**src/rtl/core/rbj_pkg.sv**
```systemverilog
// ----------------------------------------------------------------------------
// rbj_pkg - retry backoff with jitter, shared definitions
// widths, constants, register map and the payload structs passed between
// the pipeline sections
// ----------------------------------------------------------------------------
`default_nettype none

package rbj_pkg;

    // field widths
    localparam int unsigned ATTEMPT_W = 16;
    localparam int unsigned HINT_W    = 32;
    localparam int unsigned WAIT_W    = 32;
    localparam int unsigned DELAY_W   = 30;
    localparam int unsigned PCT_W     = 7;
    localparam int unsigned HASH_W    = 32;
    localparam int unsigned SHIFT_W   = $clog2(DELAY_W);

    // delay * percent, and the spread derived from it
    localparam int unsigned PROD_W    = DELAY_W + PCT_W;
    localparam int unsigned QUART_W   = PROD_W - 2;
    localparam int unsigned SPREAD_W  = DELAY_W + 1;
    localparam int unsigned DIVR_W    = SPREAD_W + 1;

    // apb register file
    localparam int unsigned APB_DATA_W = 32;
    localparam int unsigned APB_ADDR_W = 4;

    typedef enum logic [1:0] {
        REG_BASE_BACKOFF = 2'd0,
        REG_MAX_BACKOFF  = 2'd1,
        REG_JITTER_PCT   = 2'd2,
        REG_HASH_SEED    = 2'd3
    } reg_idx_t;

    localparam logic [DELAY_W-1:0] BASE_RESET = DELAY_W'(500);
    localparam logic [DELAY_W-1:0] MAX_RESET  = DELAY_W'(60000);
    localparam logic [PCT_W-1:0]   PCT_RESET  = '0;
    localparam logic [HASH_W-1:0]  SEED_RESET = '0;

    // hash mixing
    localparam logic [HASH_W-1:0] GOLDEN_MUL = 32'd2654435761;
    localparam int unsigned SHIFT_A = 13;
    localparam int unsigned SHIFT_B = 17;
    localparam int unsigned SHIFT_C = 5;

    // percent division: x/100 == (x/4)/25, the /25 done by a reciprocal
    // multiply on the top 32 bits of x/4, floor(2^35 / 25)
    localparam int unsigned PCT_DIV   = 100;
    localparam int unsigned PCT_DIV_Q = PCT_DIV / 4;
    localparam logic [31:0] RECIP_25  = 32'd1374389534;

    // remainder divider, quotient bits resolved per stage
    localparam int unsigned DIV_STEP_DEF = 2;

    typedef struct packed {
        logic [DELAY_W-1:0] base_backoff;
        logic [DELAY_W-1:0] max_backoff;
        logic [PCT_W-1:0]   jitter_pct;
        logic [HASH_W-1:0]  hash_seed;
    } cfg_t;

    typedef struct packed {
        logic [DELAY_W-1:0] delay;
        logic [HASH_W-1:0]  hash;
        logic [HINT_W-1:0]  hint;
    } dly_item_t;

    typedef struct packed {
        logic [DELAY_W-1:0]  delay;
        logic [HASH_W-1:0]   hash;
        logic [HINT_W-1:0]   hint;
        logic [SPREAD_W-1:0] spread;
    } spr_item_t;

    typedef struct packed {
        logic [DELAY_W-1:0] delay;
        logic [HINT_W-1:0]  hint;
        logic [DIVR_W-1:0]  jitter;
    } mod_item_t;

endpackage

`default_nettype wire

```
**src/rtl/core/rbj_spread.sv**
```systemverilog
// ----------------------------------------------------------------------------
// rbj_spread - jitter spread
// three stages: delay times percent, reciprocal estimate of the quotient
// by 100, one-step correction
// ----------------------------------------------------------------------------
`default_nettype none

module rbj_spread
    import rbj_pkg::*;
(
    input  wire logic      clk,
    input  wire logic      rst_n,
    input  wire cfg_t      cfg,
    input  wire logic      up_valid,
    output logic           up_ready,
    input  wire dly_item_t up_item,
    output logic           dn_valid,
    input  wire logic      dn_ready,
    output spr_item_t      dn_item
);

    logic [2:0] vld_reg;
    logic       en_c;
    logic       en_d;
    logic       en_e;

    logic [PROD_W-1:0] prod_next;
    logic [63:0]       recip_prod;
    logic [QUART_W-1:0] q25;
    logic [QUART_W-1:0] rem25;
    logic [SPREAD_W-1:0] spread_next;

    dly_item_t           c_item_reg;
    logic [PROD_W-1:0]   prod_reg;
    dly_item_t           d_item_reg;
    logic [QUART_W-1:0]  quart_reg;
    logic [SPREAD_W-1:0] qest_reg;
    spr_item_t           item_reg;

    assign en_e     = !vld_reg[2] || dn_ready;
    assign en_d     = !vld_reg[1] || en_e;
    assign en_c     = !vld_reg[0] || en_d;
    assign up_ready = en_c;
    assign dn_valid = vld_reg[2];
    assign dn_item  = item_reg;

    assign prod_next = {{PCT_W{1'b0}}, up_item.delay} * {{DELAY_W{1'b0}}, cfg.jitter_pct};

    // estimate is at most one below the true quotient
    assign recip_prod = {32'b0, prod_reg[PROD_W-1:5]} * {32'b0, RECIP_25};

    assign q25   = QUART_W'(qest_reg) * QUART_W'(PCT_DIV_Q);
    assign rem25 = quart_reg - q25;
    assign spread_next = (rem25 >= QUART_W'(PCT_DIV_Q)) ? qest_reg + SPREAD_W'(1) : qest_reg;

    always_ff @(posedge clk or negedge rst_n)
    begin
        if (!rst_n)
        begin
            vld_reg <= '0;
        end
        else
        begin
            if (en_c)
            begin
                vld_reg[0] <= up_valid;
            end
            if (en_d)
            begin
                vld_reg[1] <= vld_reg[0];
            end
            if (en_e)
            begin
                vld_reg[2] <= vld_reg[1];
            end
        end
    end

    always_ff @(posedge clk)
    begin
        if (en_c)
        begin
            c_item_reg <= up_item;
            prod_reg   <= prod_next;
        end
        if (en_d)
        begin
            d_item_reg <= c_item_reg;
            quart_reg  <= prod_reg[PROD_W-1:2];
            qest_reg   <= recip_prod[32+SPREAD_W-1:32];
        end
        if (en_e)
        begin
            item_reg.delay  <= d_item_reg.delay;
            item_reg.hash   <= d_item_reg.hash;
            item_reg.hint   <= d_item_reg.hint;
            item_reg.spread <= spread_next;
        end
    end

endmodule

`default_nettype wire

```
**config.mk**
```make
export PLATFORM = sky130hd
export DESIGN_NAME = rbj_spread
export DESIGN_NICKNAME = d
export VERILOG_FILES = /design/src/rtl/core/rbj_pkg.sv /design/src/rtl/core/rbj_spread.sv
export SDC_FILE = /design/constraint.sdc
export NUM_CORES = 2
export LEC_CHECK = 0
export ABC_AREA = 1
export BUFFER_PORTS_ARGS = -buffer_cell sky130_fd_sc_hd__buf_2
export CAP_MARGIN = 40
export CORE_ASPECT_RATIO = 1.1
export CORE_UTILIZATION = 50
export DETAILED_ROUTE_END_ITERATION = 7
export PLACE_DENSITY = 0.66
export SKIP_CTS_REPAIR_TIMING = 1
export SLEW_MARGIN = 5
export SYNTH_ARGS = -nofsm -noshare
export SYNTH_HDL_FRONTEND = slang
export SYNTH_SLANG_ARGS = --single-unit
```
**constraint.sdc**
```tcl
create_clock -name clk -period 18.5 [get_ports clk]
set_clock_uncertainty 0.05 [all_clocks]
set_input_delay 0.925 -clock clk [delete_from_list [all_inputs] [get_ports clk]]
set_output_delay 0.925 -clock clk [all_outputs]
set_load 0.02 [all_outputs]
```
* Word level (Yosys, flattened, before mapping) *
Index checks and enable logic that the tools add are counted.

word-level totals
  bits in writable memories = 0
  memories kept = 0
  output and inout bits = 127
  input port bits = 197
  latch bits = 0
  bits in read-only memories = 0
  register bits = 419

operators by class
  bitwise gates (word level) = 0
  mux-type cells = 1
  multiply operators = 3
  reductions and logical operators = 6
  add/sub/neg operators = 2
  div/mod/pow operators = 0
  equal/unequal tests = 0
  shift operators = 0
  order comparisons = 1

operator list
  cell                      number
  $mul A32 B30 Y62 const B  1
  $mul A30 B7 Y37           1
  $ge A35 B5 Y1 const B     1
  $mul A31 B5 Y35 const B   1
  $sub A35 B35 Y35          1
  $add A31 B1 Y31 const B   1
  $mux W31                  1
  $logic_not A1 Y1          3
  $logic_or A1 B1 Y1        3

* Depth between registers and ports, before layout *
  depth after elaboration = 4
  gate-level depth with buffers = 28

* Worst setup path before layout *
Ideal clock, no wire load.

  kind = input port to output port
  from = input dn_ready
  to = output up_ready
  required time = 17.525 ns
  path buffers = 0
  stages on the path = 4
  path slack = 10.683 ns
  arrival = 6.842 ns
  path through = inv_1 nand2_1 nor2_1 nand2_1

between the ends
  longest elaborated chain between the ends = 3

ends and longest elaborated chain
  element             line              text
  start, declared     rbj_spread.sv:18  input wire logic dn_ready,
  $logic_or A1 B1 Y1  rbj_spread.sv:40  assign en_e = !vld_reg[2] || dn_ready;
  named net en_e      rbj_spread.sv:25  logic en_e;
  $logic_or A1 B1 Y1  rbj_spread.sv:41  assign en_d = !vld_reg[1] || en_e;
  $logic_or A1 B1 Y1  rbj_spread.sv:42  assign en_c = !vld_reg[0] || en_d;
  end, declared       rbj_spread.sv:15  output logic up_ready,

The timed path passes the listed nets, and every way through them passes these cells.

* Worst setup path after layout *
  from = register prod_reg[24]
  to = register qest_reg[24] (data pin)

between the ends
  longest elaborated chain between the ends = 1

ends and longest elaborated chain
  element                   line              text
  start, declared           rbj_spread.sv:34  logic [PROD_W-1:0] prod_reg;
  start signal, assigned    rbj_spread.sv:84  prod_reg <= prod_next;
  $mul A32 B30 Y62          rbj_spread.sv:50  assign recip_prod = {32'b0, prod_reg[PROD_W-1:5]} * {32'b0, RECIP_25};
  named net recip_prod[56]  rbj_spread.sv:28  logic [63:0] recip_prod;
  end signal, assigned      rbj_spread.sv:90  qest_reg <= recip_prod[32+SPREAD_W-1:32];
  end, declared             rbj_spread.sv:37  logic [SPREAD_W-1:0] qest_reg;

The timed path passes the listed nets, and every way through them passes these cells.
A chain may end at the register's enable or synchronous reset.

==> metrics.txt <==
area grow syn2layout=10.03%; layout cell share with drive strength beyond 1=8.239%; Design Area, Final=46200 sq um; via/cell ratio=5.178; share of the synthesized area in the top cell type=29.61%; CORE AREA=83190 sq um; RSZ-0062 raised after global routing=no; post-route minimum period=7.428 ns; R2R Path End=qest_reg[24]; drt pass-1 iters=7; GRT overflow=0; chip width=278.3 um; Max Cap Violations=0; post-synthesis average cell area=10.22 sq um; deepest clock path buffer count=3; Fill cells=7305; Hold Path Class=in2async; first-pass GRT wire length=165.7 mm; relative slew slack=36.52%; vias=28380; CP startpoint kind=register; Cell variety after synth=51; syn_nets=5427; main flop type after synthesis=edfxtp_1; setup TNS=0 ns; H-tree depth=2; Root Driver=clkbuf_16; die height=305.9 um; final setup fails=0; CTS tree=built; detailed-route wire length=107.7 mm; Final Hold Viols=0; worst skew pair latency=0.60 ns; number of global-route vias before repair=29440; layout net count=5691; clock-pin slew on the worst setup and hold paths=0.06 ns; top cells by count, synth=inv_1, nand2_1, ha_1, fa_1, edfxtp_1; flop2flop setup slack=11.07 ns; Fmax=134.6 MHz; Avg WL per Cell=19.64 um; Post-DP Area=44620 sq um; WP data required=18.76 ns; full die area=85130 sq um; sequential area share after synthesis=29.79%; cell row count=111; # DRC=0; storage element area=12510 sq um; Data arrival, critical path=7.69 ns; Post-Synthesis Cell Area=41980 sq um; worst-margin pin slew=0.9523 ns; Ports=324; Syn. warnings=0; GR Util All Layers=25.75%; antenna-violating nets left=0; Iter 0 DRT Violations=1495; largest net degree at the start of global routing=69; final worst slack=11.07 ns; WS Path Type=reg2reg; Sink Count=417; DP HPWL=90.79 mm; max reg flops=125; synth top area cells=edfxtp_1, fa_1, ha_1, inv_1, nand2_1; I/O Buffers=231; CP Capture Type=register; FFs w/ async S/R, synth=0.7194%; Synth Instances=4108; Yosys top cell by area=edfxtp_1; Slew Limit Fails=0; Worst R2R Path Depth=19; cell with the most instances after synthesis=inv_1; final period utilization=40.15%; total CTS buffers=44; outcome=complete, no violations; dpl ws=11.12 ns; Starting Density=50.47%; worst-path fanout max=10; gpl congestion=0.9888; Yosys reg bits=417; reg2reg start=prod_reg[24]; multi-input gate area in the final layout=25550 sq um; EDFF count, synth=414; hold_ws=0.05114 ns; initial antenna violation count=5
## cells in the final DEF, fill, tap and decap left out, types with 4 or more instances in the layout
cell type and n:
a31oi_1 19, ha_1 566, nor3_1 17, nor2_2 13, a21o_1 19, clkinv_1 9
inv_2 6, inv_1 999, buf_4 9, o21bai_1 18, clkbuf_1 5, fa_1 556
bufinv_16 8, nor4_1 10, o21ai_0 85, nor3_2 4, xnor2_1 22, nor2_1 182
buf_2 231, nor2_4 4, nand3_1 123, nand2_1 707, a21oi_1 142, nand2_2 10
clkinvlp_4 4, nand4_1 18, xor2_1 83, buf_16 5, clkbuf_16 44, o21a_1 12
nand3b_1 6, edfxtp_1 414, o211ai_1 6, inv_6 6
## metal layers
| layer | GRT usage, % | wire length (um) | vias to the layer above |
|---|---|---|---|
| li1 | - | - | 13480 |
| met1 | 32.25 | 43400 | 14010 |
| met2 | 45.73 | 54850 | 716 |
| met3 | 3.300 | 5305 | 173 |
| met4 | 8.891 | 4114 | 0 |
| met5 | 0 | 0 | - |
## logic make-up (layout without fill, tap and decap cells)
| logic type | count (synthesis) | count (layout) | synth area share [%] |
|---|---|---|---|
| compound gates | 320 | 320 | 4.345 |
| xor+xnor | 105 | 105 | 2.190 |
| fa+ha+maj | 1122 | 1122 | 43.38 |
| buf+inv | 1038 | 1336 | 9.385 |
| flops | 417 | 417 | 29.79 |
| other cells | 0 | 2 | 0 |
| simple gates | 1106 | 1106 | 10.91 |
## per-stage QoR
| step | util [%] | cells |
|---|---|---|
| after detailed placement | 53.64 | 5399 |
| after global placement | 53.38 | 5390 |
| after CTS | 55.53 | 5479 |
| after global routing | 55.53 | 5481 |
| after floorplan | - | 4108 |
| final | 55.53 | 5481 |
## worst max-delay path, cell delays in order (launching register included)
cell and delay [ns]:
edfxtp_1 0.96, ha_1 0.40, inv_1 0.23, fa_1 0.47
inv_1 0.09, fa_1 0.45, fa_1 0.58, fa_1 0.43
fa_1 0.52, fa_1 0.47, ha_1 0.32, ha_1 0.41
nand2_1 0.13, nor2_1 0.19, inv_1 0.11, nor4_1 0.38
nand3_1 0.12, nand3_1 0.23, a31oi_1 0.14, xnor2_1 0.49
## final cells by class
cell class	instances	share of cell area, %
multi-input cells	2653	55.31
inverters	1007	8.193
clock inverters	31	0.9723
well taps	1073	2.906
repair buffers	249	3.109
flip-flops and latches	417	27.07
clock buffers	49	2.424
diodes	2	0.01083
## worst max-delay path by stage
stage | from | end | slack [ns] | cells after the start
after detailed placement | prod_reg[20] | qest_reg[24] | 11.12 | 21
after CTS | prod_reg[20] | qest_reg[24] | 11.11 | 21
final | prod_reg[24] | qest_reg[24] | 11.07 | 19
after floorplan | dn_ready | up_ready | 10.68 | 4
after global routing | prod_reg[16] | qest_reg[17] | 10.75 | 22
after global placement | prod_reg[15] | qest_reg[17] | 11.14 | 22
Power is not shown: default switching activity piles up to over one toggle a cycle in this logic, so the estimate is an artifact.
