`src/rtl/core/rbj_pkg.sv`:
```
// ----------------------------------------------------------------------------
// rbj_pkg - retry backoff with jitter, shared definitions
// widths, constants, register map and the payload structs passed between
// the pipeline sections
// ----------------------------------------------------------------------------
`default_nettype none

package rbj_pkg;

    // field widths
    localparam int unsigned ATTEMPT_W = 16;
    localparam int unsigned HINT_W    = 32;
    localparam int unsigned WAIT_W    = 32;
    localparam int unsigned DELAY_W   = 30;
    localparam int unsigned PCT_W     = 7;
    localparam int unsigned HASH_W    = 32;
    localparam int unsigned SHIFT_W   = $clog2(DELAY_W);

    // delay * percent, and the spread derived from it
    localparam int unsigned PROD_W    = DELAY_W + PCT_W;
    localparam int unsigned QUART_W   = PROD_W - 2;
    localparam int unsigned SPREAD_W  = DELAY_W + 1;
    localparam int unsigned DIVR_W    = SPREAD_W + 1;

    // apb register file
    localparam int unsigned APB_DATA_W = 32;
    localparam int unsigned APB_ADDR_W = 4;

    typedef enum logic [1:0] {
        REG_BASE_BACKOFF = 2'd0,
        REG_MAX_BACKOFF  = 2'd1,
        REG_JITTER_PCT   = 2'd2,
        REG_HASH_SEED    = 2'd3
    } reg_idx_t;

    localparam logic [DELAY_W-1:0] BASE_RESET = DELAY_W'(500);
    localparam logic [DELAY_W-1:0] MAX_RESET  = DELAY_W'(60000);
    localparam logic [PCT_W-1:0]   PCT_RESET  = '0;
    localparam logic [HASH_W-1:0]  SEED_RESET = '0;

    // hash mixing
    localparam logic [HASH_W-1:0] GOLDEN_MUL = 32'd2654435761;
    localparam int unsigned SHIFT_A = 13;
    localparam int unsigned SHIFT_B = 17;
    localparam int unsigned SHIFT_C = 5;

    // percent division: x/100 == (x/4)/25, the /25 done by a reciprocal
    // multiply on the top 32 bits of x/4, floor(2^35 / 25)
    localparam int unsigned PCT_DIV   = 100;
    localparam int unsigned PCT_DIV_Q = PCT_DIV / 4;
    localparam logic [31:0] RECIP_25  = 32'd1374389534;

    // remainder divider, quotient bits resolved per stage
    localparam int unsigned DIV_STEP_DEF = 2;

    typedef struct packed {
        logic [DELAY_W-1:0] base_backoff;
        logic [DELAY_W-1:0] max_backoff;
        logic [PCT_W-1:0]   jitter_pct;
        logic [HASH_W-1:0]  hash_seed;
    } cfg_t;

    typedef struct packed {
        logic [DELAY_W-1:0] delay;
        logic [HASH_W-1:0]  hash;
        logic [HINT_W-1:0]  hint;
    } dly_item_t;

    typedef struct packed {
        logic [DELAY_W-1:0]  delay;
        logic [HASH_W-1:0]   hash;
        logic [HINT_W-1:0]   hint;
        logic [SPREAD_W-1:0] spread;
    } spr_item_t;

    typedef struct packed {
        logic [DELAY_W-1:0] delay;
        logic [HINT_W-1:0]  hint;
        logic [DIVR_W-1:0]  jitter;
    } mod_item_t;

endpackage

`default_nettype wire

```
`src/rtl/core/rbj_mod.sv`:
```
// ----------------------------------------------------------------------------
// rbj_mod - pipelined remainder
// restoring division of the hash by spread + 1, DIV_STEP bits per stage,
// only the remainder is kept
// ----------------------------------------------------------------------------
`default_nettype none

module rbj_mod
    import rbj_pkg::*;
#(
    parameter int unsigned DIV_STEP = DIV_STEP_DEF
)
(
    input  wire logic      clk,
    input  wire logic      rst_n,
    input  wire logic      up_valid,
    output logic           up_ready,
    input  wire spr_item_t up_item,
    output logic           dn_valid,
    input  wire logic      dn_ready,
    output mod_item_t      dn_item
);

    localparam int unsigned NSTAGE = HASH_W / DIV_STEP;

    typedef struct packed {
        logic [DELAY_W-1:0] delay;
        logic [HINT_W-1:0]  hint;
        logic [HASH_W-1:0]  hash;
        logic [DIVR_W-1:0]  dvsr;
        logic [DIVR_W-1:0]  rem;
    } div_stage_t;

    logic [NSTAGE-1:0] vld_reg;
    logic [NSTAGE-1:0] en;
    div_stage_t        stg_reg [NSTAGE];
    div_stage_t        stg_in  [NSTAGE];
    div_stage_t        head;

    always_comb
    begin
        head.delay = up_item.delay;
        head.hint  = up_item.hint;
        head.hash  = up_item.hash;
        head.dvsr  = {1'b0, up_item.spread} + DIVR_W'(1);
        head.rem   = '0;
    end

    genvar s;
    generate
        for (s = 0; s < NSTAGE; s++)
        begin : g_stage
            div_stage_t src;
            logic [DIVR_W-1:0] rem_next;

            if (s == 0)
            begin : g_head
                assign src = head;
            end
            else
            begin : g_body
                assign src = stg_reg[s-1];
            end

            if (s == NSTAGE - 1)
            begin : g_last
                assign en[s] = !vld_reg[s] || dn_ready;
            end
            else
            begin : g_mid
                assign en[s] = !vld_reg[s] || en[s+1];
            end

            // shift in one dividend bit, subtract when the divisor fits
            always_comb
            begin
                logic [DIVR_W:0] trial;
                rem_next = src.rem;
                for (int j = 0; j < DIV_STEP; j++)
                begin
                    trial = {rem_next, src.hash[HASH_W-1-s*DIV_STEP-j]};
                    if (trial >= {1'b0, src.dvsr})
                    begin
                        trial = trial - {1'b0, src.dvsr};
                    end
                    rem_next = trial[DIVR_W-1:0];
                end
            end

            always_comb
            begin
                stg_in[s]     = src;
                stg_in[s].rem = rem_next;
            end

            always_ff @(posedge clk or negedge rst_n)
            begin
                if (!rst_n)
                begin
                    vld_reg[s] <= 1'b0;
                end
                else if (en[s])
                begin
                    vld_reg[s] <= (s == 0) ? up_valid : vld_reg[(s == 0) ? 0 : s-1];
                end
            end

            always_ff @(posedge clk)
            begin
                if (en[s])
                begin
                    stg_reg[s] <= stg_in[s];
                end
            end
        end
    endgenerate

    assign up_ready       = en[0];
    assign dn_valid       = vld_reg[NSTAGE-1];
    assign dn_item.delay  = stg_reg[NSTAGE-1].delay;
    assign dn_item.hint   = stg_reg[NSTAGE-1].hint;
    assign dn_item.jitter = stg_reg[NSTAGE-1].rem;

endmodule

`default_nettype wire

```
`config.mk`:
```
export PLATFORM = sky130hd
export DESIGN_NAME = rbj_mod
export DESIGN_NICKNAME = d
export VERILOG_FILES = /design/src/rtl/core/rbj_pkg.sv /design/src/rtl/core/rbj_mod.sv
export SDC_FILE = /design/constraint.sdc
export NUM_CORES = 2
export LEC_CHECK = 0
export BUFFER_PORTS_ARGS = -buffer_cell sky130_fd_sc_hd__buf_2
export CORE_MARGIN = 2
export CORE_UTILIZATION = 47
export CTS_BUF_LIST = sky130_fd_sc_hd__clkbuf_8
export DETAILED_ROUTE_END_ITERATION = 8
export SYNTH_ARGS = -nofsm -noshare
export SYNTH_HDL_FRONTEND = slang
export SYNTH_SLANG_ARGS = --single-unit
```
`constraint.sdc`:
```
create_clock -name clk -period 45.1 [get_ports clk]
set_clock_uncertainty 0.2 [all_clocks]
set_input_delay 6.765 -clock clk [delete_from_list [all_inputs] [get_ports clk]]
set_output_delay 6.765 -clock clk [all_outputs]
set_load 0.01 [all_outputs]
```
Word-level counts from Yosys, hierarchy flattened
Memories as Yosys holds them, arrays and structs flattened.
Index checks and enable logic that the tools add are counted.
{ "totals": {"register_bits": 16, "mem_bits_rw": 2528, "input_bits": 129, "wordCells": 178, "memories": 1} }
{ "op_classes": {"addsub": 33, "magnitude_cmp": 32, "n_mux": 64, "n_reduce_logical": 32} }
{ "memory_table": {"columns": ["memory", "words", "width", "read_ports", "rd_ports_with_merged_regs", "write_ports", "line", "text"], "rows": [
  ["stg_reg", 16, 158, 16, 0, 16, "rbj_mod.sv:36", "div_stage_t stg_reg [NSTAGE];"]
]} }
{ "op_table": {"columns": ["operator", "count"], "rows": [
  ["$mux W32", 32],
  ["$ge A33 B32 Y1", 31],
  ["$sub A32 B32 Y32", 31],
  ["$add A31 B1 Y32 const B", 1],
  ["$ge A1 B32 Y1", 1],
  ["$mux W1", 32],
  ["$sub A1 B32 Y32", 1],
  ["$logic_not A1 Y1", 16],
  ["$logic_or A1 B1 Y1", 16]
]} }

Logic depth before layout (Yosys ltp)
{ "logic_depth": {"depth_word": 19, "mapped_depth": 29, "mapped_depth_nobuf": 26} }

Worst setup path before layout
No wires, ideal clock.
{ "synth_timing": {"kind": "input to output", "start": "in dn_ready", "end": "out up_ready", "arrival_ns": 19.748, "setup_slack_ns": 18.387, "path_stages": 9, "path_buffers": 0, "path_cell_list": "nor2b_1 -> nand2_1 -> nor2_1 -> and2_1 -> and3_1 -> and3_1 -> nand3_1 -> nor2_1 -> nand4_1"} }
{ "synth_between": {"elab_chain_cells": 16} }
{ "synth_rtl": {"columns": ["element", "line", "text"], "rows": [
  ["from (decl)", "rbj_mod.sv:20", "input wire logic dn_ready,"],
  ["$logic_or A1 B1 Y1", "rbj_mod.sv:67", "assign en[s] = !vld_reg[s] || dn_ready;"],
  ["$logic_or A1 B1 Y1", "rbj_mod.sv:71", "assign en[s] = !vld_reg[s] || en[s+1];"],
  ["named net en[14]", "rbj_mod.sv:35", "logic [NSTAGE-1:0] en;"],
  ["$logic_or A1 B1 Y1 (10 in a row)", "rbj_mod.sv:71", null],
  ["named net en[4]", "rbj_mod.sv:35", null],
  ["$logic_or A1 B1 Y1 (4 in a row)", "rbj_mod.sv:71", null],
  ["to (decl)", "rbj_mod.sv:17", "output logic up_ready,"]
]} }
The timed path passes the listed nets, and every way through them passes these cells.

Worst setup path after layout
Ends and elaborated chain as after synthesis.

==> summary.txt <==
STA
  – Sum Neg Setup Slack: 0 ns
  – Slew @ Worst Pin: around 1.2 ns
  – Fmax achieved: approximately 55 MHz
  – Tcrit/Tclk final: between 40% and 50%
  – Final Hold Vio Count: 0
  – RSZ-0062 raised after global routing: false
  – Final worst setup slack: roughly 27 ns
  – Worst slew margin: between 10% and 20%
  – Setup Viol. Count Final: 0
  – Max Slew Vio Count: 0
  – Crit path time final: 18.24 ns

Cells and area
  – Fillers: 24385
  – Nets@finish: 12956
  – Commonest cells after routing, fill and taps aside: 2224 x edfxtp_1, 995 x ha_1, 943 x inv_1
  – Layout cells sized above 1: around 12%
  – Most common cell after layout, fill and taps aside: edfxtp_1
  – Max reg flops: 2224
  – Number of cells in the finished layout apart from fillers: 15833
  – Util after Layout: 51.9%
  – Synthesis-to-finish area growth: 10.1%

Clock network
  – Setup Buffers After CTS: 0
  – Clk_lat worst skew: 1.08 ns
  – Cts repair resizes: 0
  – CTS Sinks: about 2200
  – Max H-tree Level: 5
  – Root Buffer: clkbuf_8
  – Bufs on Longest Clock Path: 4
  – Total CTS buffers: 373
  – Worst-path clk slew: 0.06 ns
  – Hold Buf Count CTS: 0
  – CTS tree: done

Yosys
  – Yosys top cell by area: edfxtp_1
  – Cells after Synth: 11342
  – Top cell type's share of synthesized area: 51.4%
  – Syn Nets: around 12000
  – Register bit count reported by yosys: 2240
  – Post-synthesis sequential area ratio: 51.7%
  – Synthesized cell area: 0.130 mm²
  – Prevailing post-synth register cell: edfxtp_1
  – YS warnings: 0
  – Count of cell types in the netlist: 98
  – Post-synth ARST share: less than 1%
  – Syn_area_per_cell: 11.5 µm²
  – Top post-synthesis cells by area: edfxtp_1 51%, ha_1 9.6%, mux2_2 4.7%, xnor2_1 3.7%, a21oi_1 3.6%
  – Post-synth EDFFs: 2224

Route
  – DR DRC count: 0
  – DR pass1 iterations: 6
  – Via density: 5.72
  – ANT nets after route: 0
  – Iter 0 DRT Violations: 8609
  – Via count: 90636
  – Final WL: roughly 360 mm
  – Routed wire per std cell: 23.0 µm

Place
  – GPL Wtd Cong: between 0.9 and 1
  – Placed cells: 15131
  – Detail Placement HPWL: approximately 290 mm
  – Port bufs: 224
  – Place WS: ~27 ns

GRT
  – Total Routing Usage GR: 25.3%
  – Total grt overflow: 0
  – First-pass GRT wire length: about 540 mm
  – Vias in the first global route: 86162
  – Largest net degree at the start of global routing: 84
  – Initial antenna violation count: 45

Floorplan
  – # IOs: 225
  – FP Rows: just under 200
  – Die width: roughly 530 µm
  – Die Y: 530 µm
  – Core area: 0.276 mm²
  – Initial core utilization: ~47%
  – Die ar.: 0.281 mm²

Worst setup path
  – Reg-to-Reg Start: stg_reg[0][823]
  – Setup Crit Path Kind: in -> out
  – Critical path peak fanout: 48
  – Worst setup EP type: output pin
  – Crit path required time: 38.14 ns
  – Worst Setup Start Kind: input pin
  – Reg2Reg Setup Slack: ~36 ns
  – R2r endpoint: stg_reg[0][954]
  – Crit path arrival time: 11.28 ns
  – Reg2Reg Depth: 25

Status
  – Status: finished clean

Min path
  – Class of the worst hold path: reg -> reg
  – Hold_sp: stg_reg[0][1218]
  – WHS Path Cells: 0
  – Hold EP: stg_reg[1][112]

Run
  – Number of max-cap violations: 0
## cell usage after synthesis (173+ instances only)
cell	n
a21o_1	513
a21oi_1	926
clkbuf_1	173
edfxtp_1	2224
ha_1	995
inv_1	840
mux2_2	542
nand2_1	687
nand3_1	194
nor2_1	660
o21ai_0	681
xnor2_1	553
xor2_1	283
## metrics by stage
stage	hold slack (ns)	area (µm²)
floorplan	0.200	130000
global placement	0.200	136000
detailed placement	0.205	136000
CTS	0.169	143000
global route	0.184	143000
finish	0.182	143000
## area by class of cell
type | count | area, µm² | area share (%)
flip-flops and latches | 2240 | 67200 | 47.0
multi-input cells | 8050 | 59000 | 41.2
clock buffers | 375 | 5160 | 3.61
well taps | 3705 | 4640 | 3.24
inverters | 841 | 3180 | 2.23
clock inverters | 300 | 2220 | 1.55
repair buffers | 295 | 1650 | 1.16
diodes | 27 | 67.6 | 0.0472
## routing by layer
layer / global-route usage (%) / up-vias / part of all wire [%]
met5: 0 / - / 0
met4: 7.89 / 0 / 3.1
met3: 3.77 / 530 / 6.2
met1: 36.6 / 43941 / 46
met2: 38.9 / 2663 / 44
li1: - / 43502 / -
## worst max-delay path, stage by stage
cell,delay [ns]
buf_2,0.09
nor2b_1,0.55
nand2_4,0.51
nor2_1,0.46
and2_1,0.34
and3_1,0.37
and3_1,0.43
nand3_4,0.43
nor2_1,0.70
nand4_1,0.17
buf_4,0.25
buf_2,0.18
## worst max path at each step
stage | startpoint | endpoint | slack, ns | depth (start not counted)
finish | dn_ready | up_ready | 26.86 | 12
global route | dn_ready | up_ready | 26.49 | 12
CTS | dn_ready | up_ready | 26.74 | 12
detailed placement | dn_ready | up_ready | 26.75 | 12
global placement | dn_ready | up_ready | 26.89 | 12
floorplan | dn_ready | up_ready | 18.39 | 9
## logic make-up (layout without fill, tap and decap cells)
logic type | count (synthesis) | after routing | synth area share (%)
other cells | 0 | 27 | 0
buf+inv | 1052 | 1811 | 3.09
compound gates | 3070 | 3070 | 14.9
simple gates | 2519 | 2519 | 9.39
fa+ha+maj | 1026 | 1026 | 10.1
flops | 2240 | 2240 | 51.7
xor+xnor | 836 | 836 | 5.64
mux | 599 | 599 | 5.19
Power is not shown: default switching activity piles up to over one toggle a cycle in this logic, so the estimate is an artifact.
