File: src/rtl/core/rbj_pkg.sv
// ----------------------------------------------------------------------------
// rbj_pkg - retry backoff with jitter, shared definitions
// widths, constants, register map and the payload structs passed between
// the pipeline sections
// ----------------------------------------------------------------------------
`default_nettype none

package rbj_pkg;

    // field widths
    localparam int unsigned ATTEMPT_W = 16;
    localparam int unsigned HINT_W    = 32;
    localparam int unsigned WAIT_W    = 32;
    localparam int unsigned DELAY_W   = 30;
    localparam int unsigned PCT_W     = 7;
    localparam int unsigned HASH_W    = 32;
    localparam int unsigned SHIFT_W   = $clog2(DELAY_W);

    // delay * percent, and the spread derived from it
    localparam int unsigned PROD_W    = DELAY_W + PCT_W;
    localparam int unsigned QUART_W   = PROD_W - 2;
    localparam int unsigned SPREAD_W  = DELAY_W + 1;
    localparam int unsigned DIVR_W    = SPREAD_W + 1;

    // apb register file
    localparam int unsigned APB_DATA_W = 32;
    localparam int unsigned APB_ADDR_W = 4;

    typedef enum logic [1:0] {
        REG_BASE_BACKOFF = 2'd0,
        REG_MAX_BACKOFF  = 2'd1,
        REG_JITTER_PCT   = 2'd2,
        REG_HASH_SEED    = 2'd3
    } reg_idx_t;

    localparam logic [DELAY_W-1:0] BASE_RESET = DELAY_W'(500);
    localparam logic [DELAY_W-1:0] MAX_RESET  = DELAY_W'(60000);
    localparam logic [PCT_W-1:0]   PCT_RESET  = '0;
    localparam logic [HASH_W-1:0]  SEED_RESET = '0;

    // hash mixing
    localparam logic [HASH_W-1:0] GOLDEN_MUL = 32'd2654435761;
    localparam int unsigned SHIFT_A = 13;
    localparam int unsigned SHIFT_B = 17;
    localparam int unsigned SHIFT_C = 5;

    // percent division: x/100 == (x/4)/25, the /25 done by a reciprocal
    // multiply on the top 32 bits of x/4, floor(2^35 / 25)
    localparam int unsigned PCT_DIV   = 100;
    localparam int unsigned PCT_DIV_Q = PCT_DIV / 4;
    localparam logic [31:0] RECIP_25  = 32'd1374389534;

    // remainder divider, quotient bits resolved per stage
    localparam int unsigned DIV_STEP_DEF = 2;

    typedef struct packed {
        logic [DELAY_W-1:0] base_backoff;
        logic [DELAY_W-1:0] max_backoff;
        logic [PCT_W-1:0]   jitter_pct;
        logic [HASH_W-1:0]  hash_seed;
    } cfg_t;

    typedef struct packed {
        logic [DELAY_W-1:0] delay;
        logic [HASH_W-1:0]  hash;
        logic [HINT_W-1:0]  hint;
    } dly_item_t;

    typedef struct packed {
        logic [DELAY_W-1:0]  delay;
        logic [HASH_W-1:0]   hash;
        logic [HINT_W-1:0]   hint;
        logic [SPREAD_W-1:0] spread;
    } spr_item_t;

    typedef struct packed {
        logic [DELAY_W-1:0] delay;
        logic [HINT_W-1:0]  hint;
        logic [DIVR_W-1:0]  jitter;
    } mod_item_t;

endpackage

`default_nettype wire

File: src/rtl/core/rbj_delay.sv
// ----------------------------------------------------------------------------
// rbj_delay - doubled delay and jitter hash
// two stages: shift of the base and hash multiply, then saturation and
// xorshift mixing
// ----------------------------------------------------------------------------
`default_nettype none

module rbj_delay
    import rbj_pkg::*;
(
    input  wire logic                 clk,
    input  wire logic                 rst_n,
    input  wire cfg_t                 cfg,
    input  wire logic                 up_valid,
    output logic                      up_ready,
    input  wire logic [ATTEMPT_W-1:0] attempt_no,
    input  wire logic [HINT_W-1:0]    hint_ms,
    output logic                      dn_valid,
    input  wire logic                 dn_ready,
    output dly_item_t                 dn_item
);

    logic [1:0] vld_reg;
    logic       en_a;
    logic       en_b;

    logic [ATTEMPT_W-1:0]        dbl_cnt;
    logic                        sat_next;
    logic [2*DELAY_W-1:0]        shl_next;
    logic [ATTEMPT_W+HASH_W-1:0] hprod_full;

    logic                 sat_reg;
    logic [2*DELAY_W-1:0] shl_reg;
    logic [HASH_W-1:0]    hprod_reg;
    logic [HINT_W-1:0]    hint_reg;

    logic [HASH_W-1:0] mix0;
    logic [HASH_W-1:0] mix1;
    logic [HASH_W-1:0] mix2;
    logic [HASH_W-1:0] mix3;
    logic [DELAY_W-1:0] delay_next;

    dly_item_t item_reg;

    assign en_b     = !vld_reg[1] || dn_ready;
    assign en_a     = !vld_reg[0] || en_b;
    assign up_ready = en_a;
    assign dn_valid = vld_reg[1];
    assign dn_item  = item_reg;

    // attempts 0 and 1 double nothing
    assign dbl_cnt  = (attempt_no > ATTEMPT_W'(1)) ? attempt_no - ATTEMPT_W'(1) : '0;
    // a nonzero base shifted by the delay width already passes any maximum
    assign sat_next = (dbl_cnt >= ATTEMPT_W'(DELAY_W)) && (cfg.base_backoff != '0);
    assign shl_next = {{DELAY_W{1'b0}}, cfg.base_backoff} << dbl_cnt[SHIFT_W-1:0];
    assign hprod_full = {{HASH_W{1'b0}}, attempt_no} * {{ATTEMPT_W{1'b0}}, GOLDEN_MUL};

    assign mix0 = cfg.hash_seed ^ hprod_reg;
    assign mix1 = mix0 ^ (mix0 << SHIFT_A);
    assign mix2 = mix1 ^ (mix1 >> SHIFT_B);
    assign mix3 = mix2 ^ (mix2 << SHIFT_C);

    assign delay_next = (sat_reg || (shl_reg > {{DELAY_W{1'b0}}, cfg.max_backoff}))
                      ? cfg.max_backoff : shl_reg[DELAY_W-1:0];

    always_ff @(posedge clk or negedge rst_n)
    begin
        if (!rst_n)
        begin
            vld_reg <= '0;
        end
        else
        begin
            if (en_a)
            begin
                vld_reg[0] <= up_valid;
            end
            if (en_b)
            begin
                vld_reg[1] <= vld_reg[0];
            end
        end
    end

    always_ff @(posedge clk)
    begin
        if (en_a)
        begin
            sat_reg   <= sat_next;
            shl_reg   <= shl_next;
            hprod_reg <= hprod_full[HASH_W-1:0];
            hint_reg  <= hint_ms;
        end
        if (en_b)
        begin
            item_reg.delay <= delay_next;
            item_reg.hash  <= mix3;
            item_reg.hint  <= hint_reg;
        end
    end

endmodule

`default_nettype wire

File: config.mk
export PLATFORM = sky130hd
export DESIGN_NAME = rbj_delay
export DESIGN_NICKNAME = d
export VERILOG_FILES = /design/src/rtl/core/rbj_pkg.sv /design/src/rtl/core/rbj_delay.sv
export SDC_FILE = /design/constraint.sdc
export NUM_CORES = 1
export LEC_CHECK = 0
export ABC_AREA = 1
export ABC_CLOCK_PERIOD_IN_PS = 8300
export BUFFER_PORTS_ARGS = -buffer_cell sky130_fd_sc_hd__buf_4
export CAP_MARGIN = 10
export CORE_MARGIN = 5
export CORE_UTILIZATION = 55
export CTS_CLUSTER_DIAMETER = 60
export DETAILED_ROUTE_END_ITERATION = 8
export PLACE_DENSITY = 0.83
export SYNTH_ARGS = -nofsm -noshare
export SYNTH_HDL_FRONTEND = slang
export SYNTH_SLANG_ARGS = --single-unit
File: constraint.sdc
create_clock -name clk -period 8.3 [get_ports clk]
set_clock_uncertainty 0.15 [all_clocks]
set_input_delay 1.66 -clock clk [delete_from_list [all_inputs] [get_ports clk]]
set_output_delay 1.66 -clock clk [all_outputs]
set_load 0.01 [all_outputs]
Yosys cells after proc, flatten, opt, wreduce, memory -nomap -nowiden
Cells that the tools add are included.

word-level totals
  register bits after elaboration = 221
  input port bits = 151
  output and inout port bits = 96

operators by class
  add/sub/neg operators = 1
  multipliers = 1
  $lt $le $gt $ge = 3
  shift operators = 1
  multiplexer cells = 2
  bitwise gates (word level) = 4
  reduce and logical (&&, ||, !) cells = 7

operator list
  cell                                                                                   count
  32-bit bitwise XOR                                                                     3
  60-bit by 30-bit greater-than comparator with 1-bit output                             1
  30-bit by 5-bit << shifter with 60-bit output                                          1
  16-bit by 32-bit multiplier with 32-bit output (second input constant)                 1
  32-bit by 15-bit bitwise XOR with 32-bit output                                        1
  30-bit two-way mux                                                                     1
  30-bit nonzero test                                                                    1
  16-bit by 5-bit greater-or-equal comparator with 1-bit output (second input constant)  1
  16-bit by 1-bit greater-than comparator with 1-bit output (second input constant)      1
  16-bit two-way mux                                                                     1
  16-bit by 1-bit subtractor with 16-bit output (second input constant)                  1
  1-bit logical OR                                                                       3
  1-bit logical NOT                                                                      2
  1-bit logical AND                                                                      1

Logic depth before layout (Yosys ltp)
Gate-level depths: netlist (run 1).

  word-level depth = 4
  depth in mapped cells = 24
  gate-level depth less buffers = 24

Worst setup path before layout (run 1)
OpenSTA, ideal clock, no wires.

  path kind = input port to flip-flop
  start = input attempt_no[4]
  end = register hprod_reg[22] (data pin)
  setup time = 265 ps
  arrival = 6426 ps
  slack = 1459 ps
  stages = 20
  path through = inv_1 fa_1 inv_1 fa_1 inv_1 fa_1 inv_1 fa_1 fa_1 inv_1 fa_1 inv_1 ha_1 nand2_1 nand2_1 a31oi_1 nand3_1 a21boi_0 o21ai_0 xor2_1

between the ends
  cells in the longest elaborated chain, start to end = 1

RTL lines
  element                                         RTL line         text
  start, declared                                 rbj_delay.sv:16  input wire logic [ATTEMPT_W-1:0] attempt_no,
  16-bit by 32-bit multiplier with 32-bit output  rbj_delay.sv:56  assign hprod_full = {{HASH_W{1'b0}}, attempt_no} * {{ATTEMPT_W{1'b0}}, GOLDEN_MUL};
  named net hprod_full[22]                        rbj_delay.sv:30  logic [ATTEMPT_W+HASH_W-1:0] hprod_full;
  end signal, assigned                            rbj_delay.sv:91  hprod_reg <= hprod_full[HASH_W-1:0];
  end, declared                                   rbj_delay.sv:34  logic [HASH_W-1:0] hprod_reg;

The timed path passes the listed nets, and every way through them passes these cells.
A chain may end at the register's enable or synchronous reset.

Worst setup path in the final report (run 1)
Same ends and word-level chain as after synthesis.

==> metrics.md, run 1 <==
| Metric | Value |
|---|---|
| Die boundary width | `189 µm` |
| Num CTS Buffers | `22` |
| Largest net degree at the start of global routing | `81` |
| Detailed-route wire length | `45500 µm` |
| Mapped Area | `17600 µm²` |
| H-tree levels | `1` |
| Count of vias placed by the detailed router | `13408` |
| Setup violation total in the final timing report | `0` |
| Maximum ir drop on the vdd rail | `0.431 mV` |
| Total count of hold-check failures in the final report | `0` |
| Yosys Warn Count | `0` |
| Post-CTS Setup Repair Bufs | `0` |
| First-pass iteration count of the detailed router | `6` |
| PwrDens | `447 nW/µm²` |
| Area share of the largest cell type after synthesis | `37.4%` |
| Area growth, synth to finish | `15.9%` |
| Post-synth top area cell | `edfxtp_1` |
| GR Layer Usage met1 | `34.1%` |
| Worst endpoint data arrival time | `7.11 ns` |
| Met3 layer usage reported by global route | `5.06%` |
| Outcome | `finished clean` |
| Count of antenna-violating nets left after detailed routing | `0` |
| R2R cell count | `13` |
| Met2 GRT Util | `40.6%` |
| Mean post-synth cell area | `9.93 µm²` |
| Wire length of the first global-routing pass | `70500 µm` |
| Count of input and output buffers | `239` |
| Std cell rows | `65` |
| Critical register-to-register path endpoint | `dn_item[87]$_DFFE_PP_` |
| Worst reg2reg path startpoint | `shl_reg[7]$_SDFFCE_PP0P_` |
| Top flip-flop cell by instance count after synthesis | `edfxtp_1` |
| Share of cells above drive strength 1 | `14.8%` |
| Cell leakage power | `0.00967 µW` |
| CTS Hold Bufs | `0` |
| Largest cells by area after synthesis | `edfxtp_1, fa_1, ha_1` |
| Unrepaired setup endpoints after global routing | `false` |
| Final Wtd Congestion | `0.950` |
| Worst-Margin Slew | `1.03 ns` |
| Relative slew margins | `30.8%` |
| Layout Nets | `2434` |
| Count of unique library cells instantiated by Yosys | `38` |
| Most used routing layer | `met2` |
| Effective utilization at floorplan | `55.7%` |
| Critical Path End Type | `flop` |
| Gate Count Post-Synth | `1771` |
| Type of the tightest min-delay check | `reg -> reg` |
| Final critical-path required period | `7.03 ns` |
| Max-cap violations | `0` |
| Detailed Place HPWL | `37100 µm` |
| Number of instances resized during post-cts repair | `0` |
| Critical Path Source Type | `input pin` |
| Global routing usage summed across all routing layers | `24.8%` |
| Worst Slack Setup Final | `1.27 ns` |
| Setup tns final | `0 ns` |
| Clock tree from TritonCTS | `yes` |
| Sink count of the clock tree | `221` |
| Seq cells post-synth | `221` |
| Startpoint of the worst setup timing path | `attempt_no[4]` |
| Number of synthesized flops with an enable pin | `219` |
| First DRT Iteration DRCs | `1221` |
| Total congestion overflow | `0` |
| Chip Height | `189 µm` |
| Final cycle utilization of the critical path | `84.7%` |
| Mean number of vias per cell | `5.57` |
| Register area share after synthesis | `37.7%` |
| Latest clock arrival within the worst-skew pair | `0.50 ns` |
| Drt drc | `0` |
| Number of nets in the synthesized netlist | `2216` |
| Share of total power in combinational logic | `67.7%` |
| Critical path start-end classification | `in -> reg` |
| Final slew viol count | `0` |
| Clk pin slew, worst setup/hold paths | `0.06 ns` |
| Switching power | `4240 µW` |
| Worst setup slack for register-to-register paths | `4.40 ns` |
| Std-Cell Core Area | `31600 µm²` |
| Antenna violations before repair | `0` |
| P_int | `4870 µW` |
| Clk network pwr share | `10.4%` |
| Routed wire per std cell | `18.9 µm` |
| Fraction of power consumed by sequential logic | `22.0%` |
| Total Die Area | `35700 µm²` |
| Max FFs per register | `94` |
| Final antenna diode count | `0` |
| Required arrival time at the worst endpoint | `8.38 ns` |
| Share of flip-flops with an asynchronous set or reset after synthesis | `0.905%` |
| Worst slack at placement | `0.802 ns` |
| Bufs on Longest Clock Path | `3` |
| Root buffer cell | `clkbuf_16` |
| Largest fanout on the critical path | `8` |
| I/O pin cnt | `247` |
| Achievable clock frequency | `0.142 GHz` |
| Endpoint of the most critical setup path | `hprod_reg[22]$_DFFE_PP_` |
| Switching share of power | `46.5%` |
| Vias in the first global route | `13091` |
## Yosys cell counts, drive strengths merged (2+ instances only)
| cell | number |
|---|---|
| a21o | 3 |
| a21oi | 40 |
| a31oi | 6 |
| and3 | 4 |
| buf | 31 |
| clkbuf | 19 |
| dfrtp | 2 |
| edfxtp | 219 |
| fa | 141 |
| ha | 153 |
| inv | 292 |
| nand2 | 259 |
| nand3 | 272 |
| nand4 | 51 |
| nor2 | 65 |
| nor3 | 15 |
| nor4 | 17 |
| o21ai | 23 |
| o21bai | 5 |
| o31ai | 3 |
| or2 | 4 |
| xnor2 | 72 |
| xor2 | 69 |
## metrics by stage
stage	util [%]	power, µW	hold WS, ns	cells	area, µm²
2_1_floorplan	-	6550	0.250	1771	17600
3_3_place_gp	62.4	8010	0.251	2367	19700
3_5_place_dp	62.4	8160	0.255	2367	19700
4_1_cts	64.6	9140	0.267	2407	20400
5_1_grt	64.6	10000	0.275	2407	20400
6_report	64.6	9120	0.266	2407	20400
## cells in the final DEF, fill, tap and decap left out, types with 23 or more instances in the layout
| cell type | instances |
|---|---|
| inv_1 | 287 |
| nand3_1 | 269 |
| nand2_1 | 254 |
| buf_4 | 244 |
| edfxtp_1 | 219 |
| ha_1 | 153 |
| fa_1 | 141 |
| xnor2_1 | 72 |
| xor2_1 | 69 |
| nor2_1 | 62 |
| nand4_1 | 51 |
| a21oi_1 | 40 |
| clkbuf_16 | 23 |
## how the worst min path moves through the flow
stage | start | endpoint | slack (ns) | depth (start not counted)
floorplan | hint_reg[0]$_DFFE_PP_ | dn_item[0]$_DFFE_PP_ | 0.25 | 0
global placement | hint_reg[24]$_DFFE_PP_ | dn_item[24]$_DFFE_PP_ | 0.25 | 0
detailed placement | hint_reg[0]$_DFFE_PP_ | dn_item[0]$_DFFE_PP_ | 0.25 | 0
CTS | hint_reg[16]$_DFFE_PP_ | dn_item[16]$_DFFE_PP_ | 0.27 | 0
global route | hint_reg[5]$_DFFE_PP_ | dn_item[5]$_DFFE_PP_ | 0.27 | 0
finish | hint_reg[16]$_DFFE_PP_ | dn_item[16]$_DFFE_PP_ | 0.27 | 0
## kinds of logic (layout without fill, tap and decap cells)
logic type / after synthesis / count (layout) / share of synthesized area [%]
flops: 221 / 221 / 37.7
xor+xnor: 141 / 141 / 7.02
simple gates: 688 / 688 / 18.0
fa+ha+maj: 294 / 294 / 26.9
compound gates: 85 / 85 / 2.70
buf+inv: 342 / 576 / 7.67
## metal layers
layer,up-vias,wire length [µm]
met1,6434,19100
met4,0,1130
met2,567,21500
met5,-,0
met3,70,3850
li1,6337,-
## final cells by class
class                   count  area [µm²]
clock buffers              31         616
clock inverters             9        77.6
fillers                  2492       11200
inverters                 292        1100
multi-input cells        1208        9640
flip-flops and latches    221        6630
well taps                 402         503
repair buffers            244        1830
## worst max-delay path: stages
cell and delay [ns]:
buf_4 0.19, inv_1 0.15, fa_1 0.64, inv_1 0.10, fa_1 0.53, inv_1 0.06, fa_1 0.50, inv_1 0.05
fa_1 0.47, fa_1 0.54, inv_1 0.06, fa_1 0.53, inv_1 0.04, ha_1 0.38, nand2_1 0.09, nand2_1 0.05
a31oi_1 0.20, nand3_1 0.14, a21boi_0 0.37, o21ai_0 0.17, xor2_1 0.17
## power by group through the flow
stage	combinational (µW)	clock (µW)	sequential [µW]
3_3_place_gp	5990	0	2020
5_1_grt	6990	1020	2020
4_1_cts	6170	963	2000
6_report	6170	945	2000
3_5_place_dp	6140	0	2030
2_1_floorplan	4490	0	2060
No activity file was read; power rests on OpenSTA's default activity.
==> run 2, diff against run 1 <==
--- a/config.mk
+++ b/config.mk
@@ -6,7 +6,7 @@
 export NUM_CORES = 1
 export LEC_CHECK = 0
 export ABC_AREA = 1
-export ABC_CLOCK_PERIOD_IN_PS = 8300
+export ABC_CLOCK_PERIOD_IN_PS = 6800
 export BUFFER_PORTS_ARGS = -buffer_cell sky130_fd_sc_hd__buf_4
 export CAP_MARGIN = 10
 export CORE_MARGIN = 5
==> constraint.sdc (replaced) <==
create_clock -name clk -period 6.8 [get_ports clk]
set_clock_uncertainty 0.15 [all_clocks]
set_input_delay 1.36 -clock clk [delete_from_list [all_inputs] [get_ports clk]]
set_output_delay 1.36 -clock clk [all_outputs]
set_load 0.01 [all_outputs]
==> run 2 against run 1 <==
Compared with the run above: critical path depth increased by 1; sequential share of layout area decreased by 0.75 points; worst hold slack improved by 0.0018 ns; flip-flop and latch count unchanged; cell area increased by 2.4%; largest cell class unchanged; highest routed layer unchanged.
==> metrics.md, run 2 (synthesis gave the netlist of run 1 again) <==
| Metric | Value |
|---|---|
| Critical Path Source Type | `input pin (unchanged)` |
| Count of vias placed by the detailed router | `13685 (was 13408)` |
| Detailed-route wire length | `47000 µm (was 45500 µm)` |
| Final Wtd Congestion | `0.958 (was 0.950)` |
| Final antenna diode count | `0 (unchanged)` |
| Layout Nets | `2487 (was 2434)` |
| Count of antenna-violating nets left after detailed routing | `0 (unchanged)` |
| Wire length of the first global-routing pass | `73200 µm (was 70500 µm)` |
| Post-place instance area | `20100 µm² (was 19700 µm²)` |
| Unrepaired setup endpoints after global routing | `false (unchanged)` |
| First DRT Iteration DRCs | `1307 (was 1221)` |
| Latest clock arrival within the worst-skew pair | `0.51 ns (was 0.50 ns)` |
| Worst reg2reg path startpoint | `shl_reg[15]$_SDFFCE_PP0P_ (was shl_reg[7]$_SDFFCE_PP0P_)` |
| Worst slack at placement | `0.0154 ns (was 0.802 ns)` |
| Antenna violations before repair | `0 (unchanged)` |
| Global routing usage summed across all routing layers | `25.7% (was 24.8%)` |
| Setup tns final | `0 ns (unchanged)` |
| Count of input and output buffers | `239 (unchanged)` |
| Std-Cell Core Area | `31600 µm² (unchanged)` |
| R2R cell count | `13 (unchanged)` |
| Outcome | `finished clean (unchanged)` |
| Effective utilization at floorplan | `55.7% (unchanged)` |
| Most common cell after layout, fill and taps aside | `buf_4 (was inv_1)` |
| Filler cell count | `2455 (was 2492)` |
| Num CTS Buffers | `23 (was 22)` |
| Total congestion overflow | `0 (unchanged)` |
| Area growth, synth to finish | `18.7% (was 15.9%)` |
| Bufs on Longest Clock Path | `3 (unchanged)` |
| Fin Hold WS | `0.268 ns (was 0.266 ns)` |
| Final slew viol count | `0 (unchanged)` |
| Worst Slack Setup Final | `0.485 ns (was 1.27 ns)` |
| Required arrival time at the worst endpoint | `6.89 ns (was 8.38 ns)` |
| Cell leakage power | `0.00996 µW (was 0.00967 µW)` |
| CTS Hold Bufs | `0 (unchanged)` |
| Final critical-path required period | `6.31 ns` |
| Max-cap violations | `0 (unchanged)` |
| Root buffer cell | `clkbuf_16 (unchanged)` |
| Final cycle utilization of the critical path | `92.9%` |
| Worst endpoint data arrival time | `6.40 ns (was 7.11 ns)` |
| Post-CTS Setup Repair Bufs | `0 (unchanged)` |
| Clk pin slew, worst setup/hold paths | `0.07 ns (was 0.06 ns)` |
| First-pass iteration count of the detailed router | `5 (was 6)` |
| Hold Crit Endpoint | `dn_item[15]$_DFFE_PP_ (was dn_item[16]$_DFFE_PP_)` |
| Slowest cell on the critical path | `fa_1 (unchanged)` |
| Setup violation total in the final timing report | `0 (unchanged)` |
| Routed wire per std cell | `19.1 µm (was 18.9 µm)` |
| Chip Height | `189 µm (unchanged)` |
| Critical path's largest stage delay | `0.56 ns (was 0.64 ns)` |
| Share of cells above drive strength 1 | `17.1% (was 14.8%)` |
| Largest fanout on the critical path | `4 (was 8)` |
| Die boundary width | `189 µm (unchanged)` |
| Worst-Margin Slew | `1.12 ns (was 1.03 ns)` |
| PwrDens | `577 nW/µm² (was 447 nW/µm²)` |
| Vias in the first global route | `13581 (was 13091)` |
| Critical Path End Type | `flop (unchanged)` |
| Drt drc | `0 (unchanged)` |
| Std cell rows | `65 (unchanged)` |
| Worst Min Path Start | `hint_reg[15]$_DFFE_PP_ (was hint_reg[16]$_DFFE_PP_)` |
| Commonest cells after routing, fill and taps aside | `buf_4, inv_1, nand3_1 (was inv_1, nand3_1, nand2_1)` |
| Relative slew margins | `25.7% (was 30.8%)` |
| Critical register-to-register path endpoint | `dn_item[87]$_DFFE_PP_ (unchanged)` |
| Maximum ir drop on the vdd rail | `0.667 mV (was 0.431 mV)` |
| Sink count of the clock tree | `221 (unchanged)` |
| H-tree levels | `1 (unchanged)` |
| Achievable clock frequency | `0.158 GHz` |
| Worst setup slack for register-to-register paths | `2.91 ns (was 4.40 ns)` |
| Total count of hold-check failures in the final report | `0 (unchanged)` |
| Detailed Place HPWL | `38000 µm (was 37100 µm)` |
| Max FFs per register | `94 (unchanged)` |
| I/O pin cnt | `247 (unchanged)` |
| Finished Cell Area | `20900 µm² (was 20400 µm²)` |
| Type of the tightest min-delay check | `reg -> reg (unchanged)` |
| Critical-path cell list | `buf_4, inv_1, fa_1, inv_1, fa_1, inv_1, fa_1, inv_1, fa_1, fa_1, inv_1, fa_1, inv_1, ha_1, nand2_1, nor2_1, nand3_1, nand3_1, a21boi_0, buf_4, o31ai_1, xor2_1 (was buf_4, inv_1, fa_1, inv_1, fa_1, inv_1, fa_1, inv_1, fa_1, fa_1, inv_1, fa_1, inv_1, ha_1, nand2_1, nand2_1, a31oi_1, nand3_1, a21boi_0, o21ai_0, xor2_1)` |
| Total Die Area | `35700 µm² (unchanged)` |
| Mean number of vias per cell | `5.57 (about the same)` |
| Number of cells on the worst hold path | `0 (unchanged)` |
| Critical path start-end classification | `in -> reg (unchanged)` |
| Number of instances resized during post-cts repair | `0 (unchanged)` |
| Largest net degree at the start of global routing | `91 (was 81)` |
| Clock tree from TritonCTS | `yes (unchanged)` |
## run 2: cell types whose count changed in the layout (fill, tap and decap cells not counted), moves of 2 or more
cell and delta:
buf_4 +52, bufinv_16 +3, clkbuf_1 -3, clkinv_2 -2
clkinv_4 +2, inv_8 +2
## run 2: stage by stage
| stage | instances | total power (µW) | util [%] |
|---|---|---|---|
| floorplan | 1771 | 8000 | - |
| global placement | 2419 | 10500 | 63.7 |
| detailed placement | 2419 | 10700 | 63.7 |
| CTS | 2459 | 12000 | 66.1 |
| global route | 2459 | 13100 | 66.1 |
| finish | 2459 | 12000 | 66.1 |
## run 2: area by class of cell
cell class	count	area, µm²	area share, %
sequential	221	6630	31.8
clock inverter	13	193	0.923
multi-input combinational	1208	9640	46.2
tap	402	503	2.41
timing repair buffer	296	2220	10.6
clock buffer	27	591	2.83
inverter	292	1100	5.25
## run 2: routing by layer
layer / routed length [µm] / track usage (%) / vias up
li1: - / - / 6442
met1: 20100 / 36.3 / 6569
met2: 22300 / 42.7 / 600
met3: 3440 / 3.35 / 74
met4: 1090 / 6.03 / 0
met5: 0 / 0 / -
## run 2: worst max-delay path: cells and delay by family
kind	cells	cell delay (ns)
compound gates	2	0.35
xor+xnor	1	0.12
simple gates	4	0.51
fa+ha+maj	7	3.46
buf+inv	8	0.62
## run 2: worst max-delay path by stage
stage | startpoint | endpoint | slack, ns
4_1_cts | attempt_no[4] | hprod_reg[24]$_DFFE_PP_ | 0.52
2_1_floorplan | attempt_no[4] | hprod_reg[22]$_DFFE_PP_ | 0.26
3_5_place_dp | attempt_no[4] | hprod_reg[24]$_DFFE_PP_ | 0.02
3_3_place_gp | attempt_no[11] | hprod_reg[28]$_DFFE_PP_ | 0.07
5_1_grt | attempt_no[4] | hprod_reg[24]$_DFFE_PP_ | 0.20
6_report | attempt_no[4] | hprod_reg[24]$_DFFE_PP_ | 0.49
## run 2: power breakdown
group	total [µW]	switching, µW	internal (µW)
Clock	1300	516	782
Sequential	2450	132	2320
Combinational	8290	4730	3560
Total	12000	5380	6670
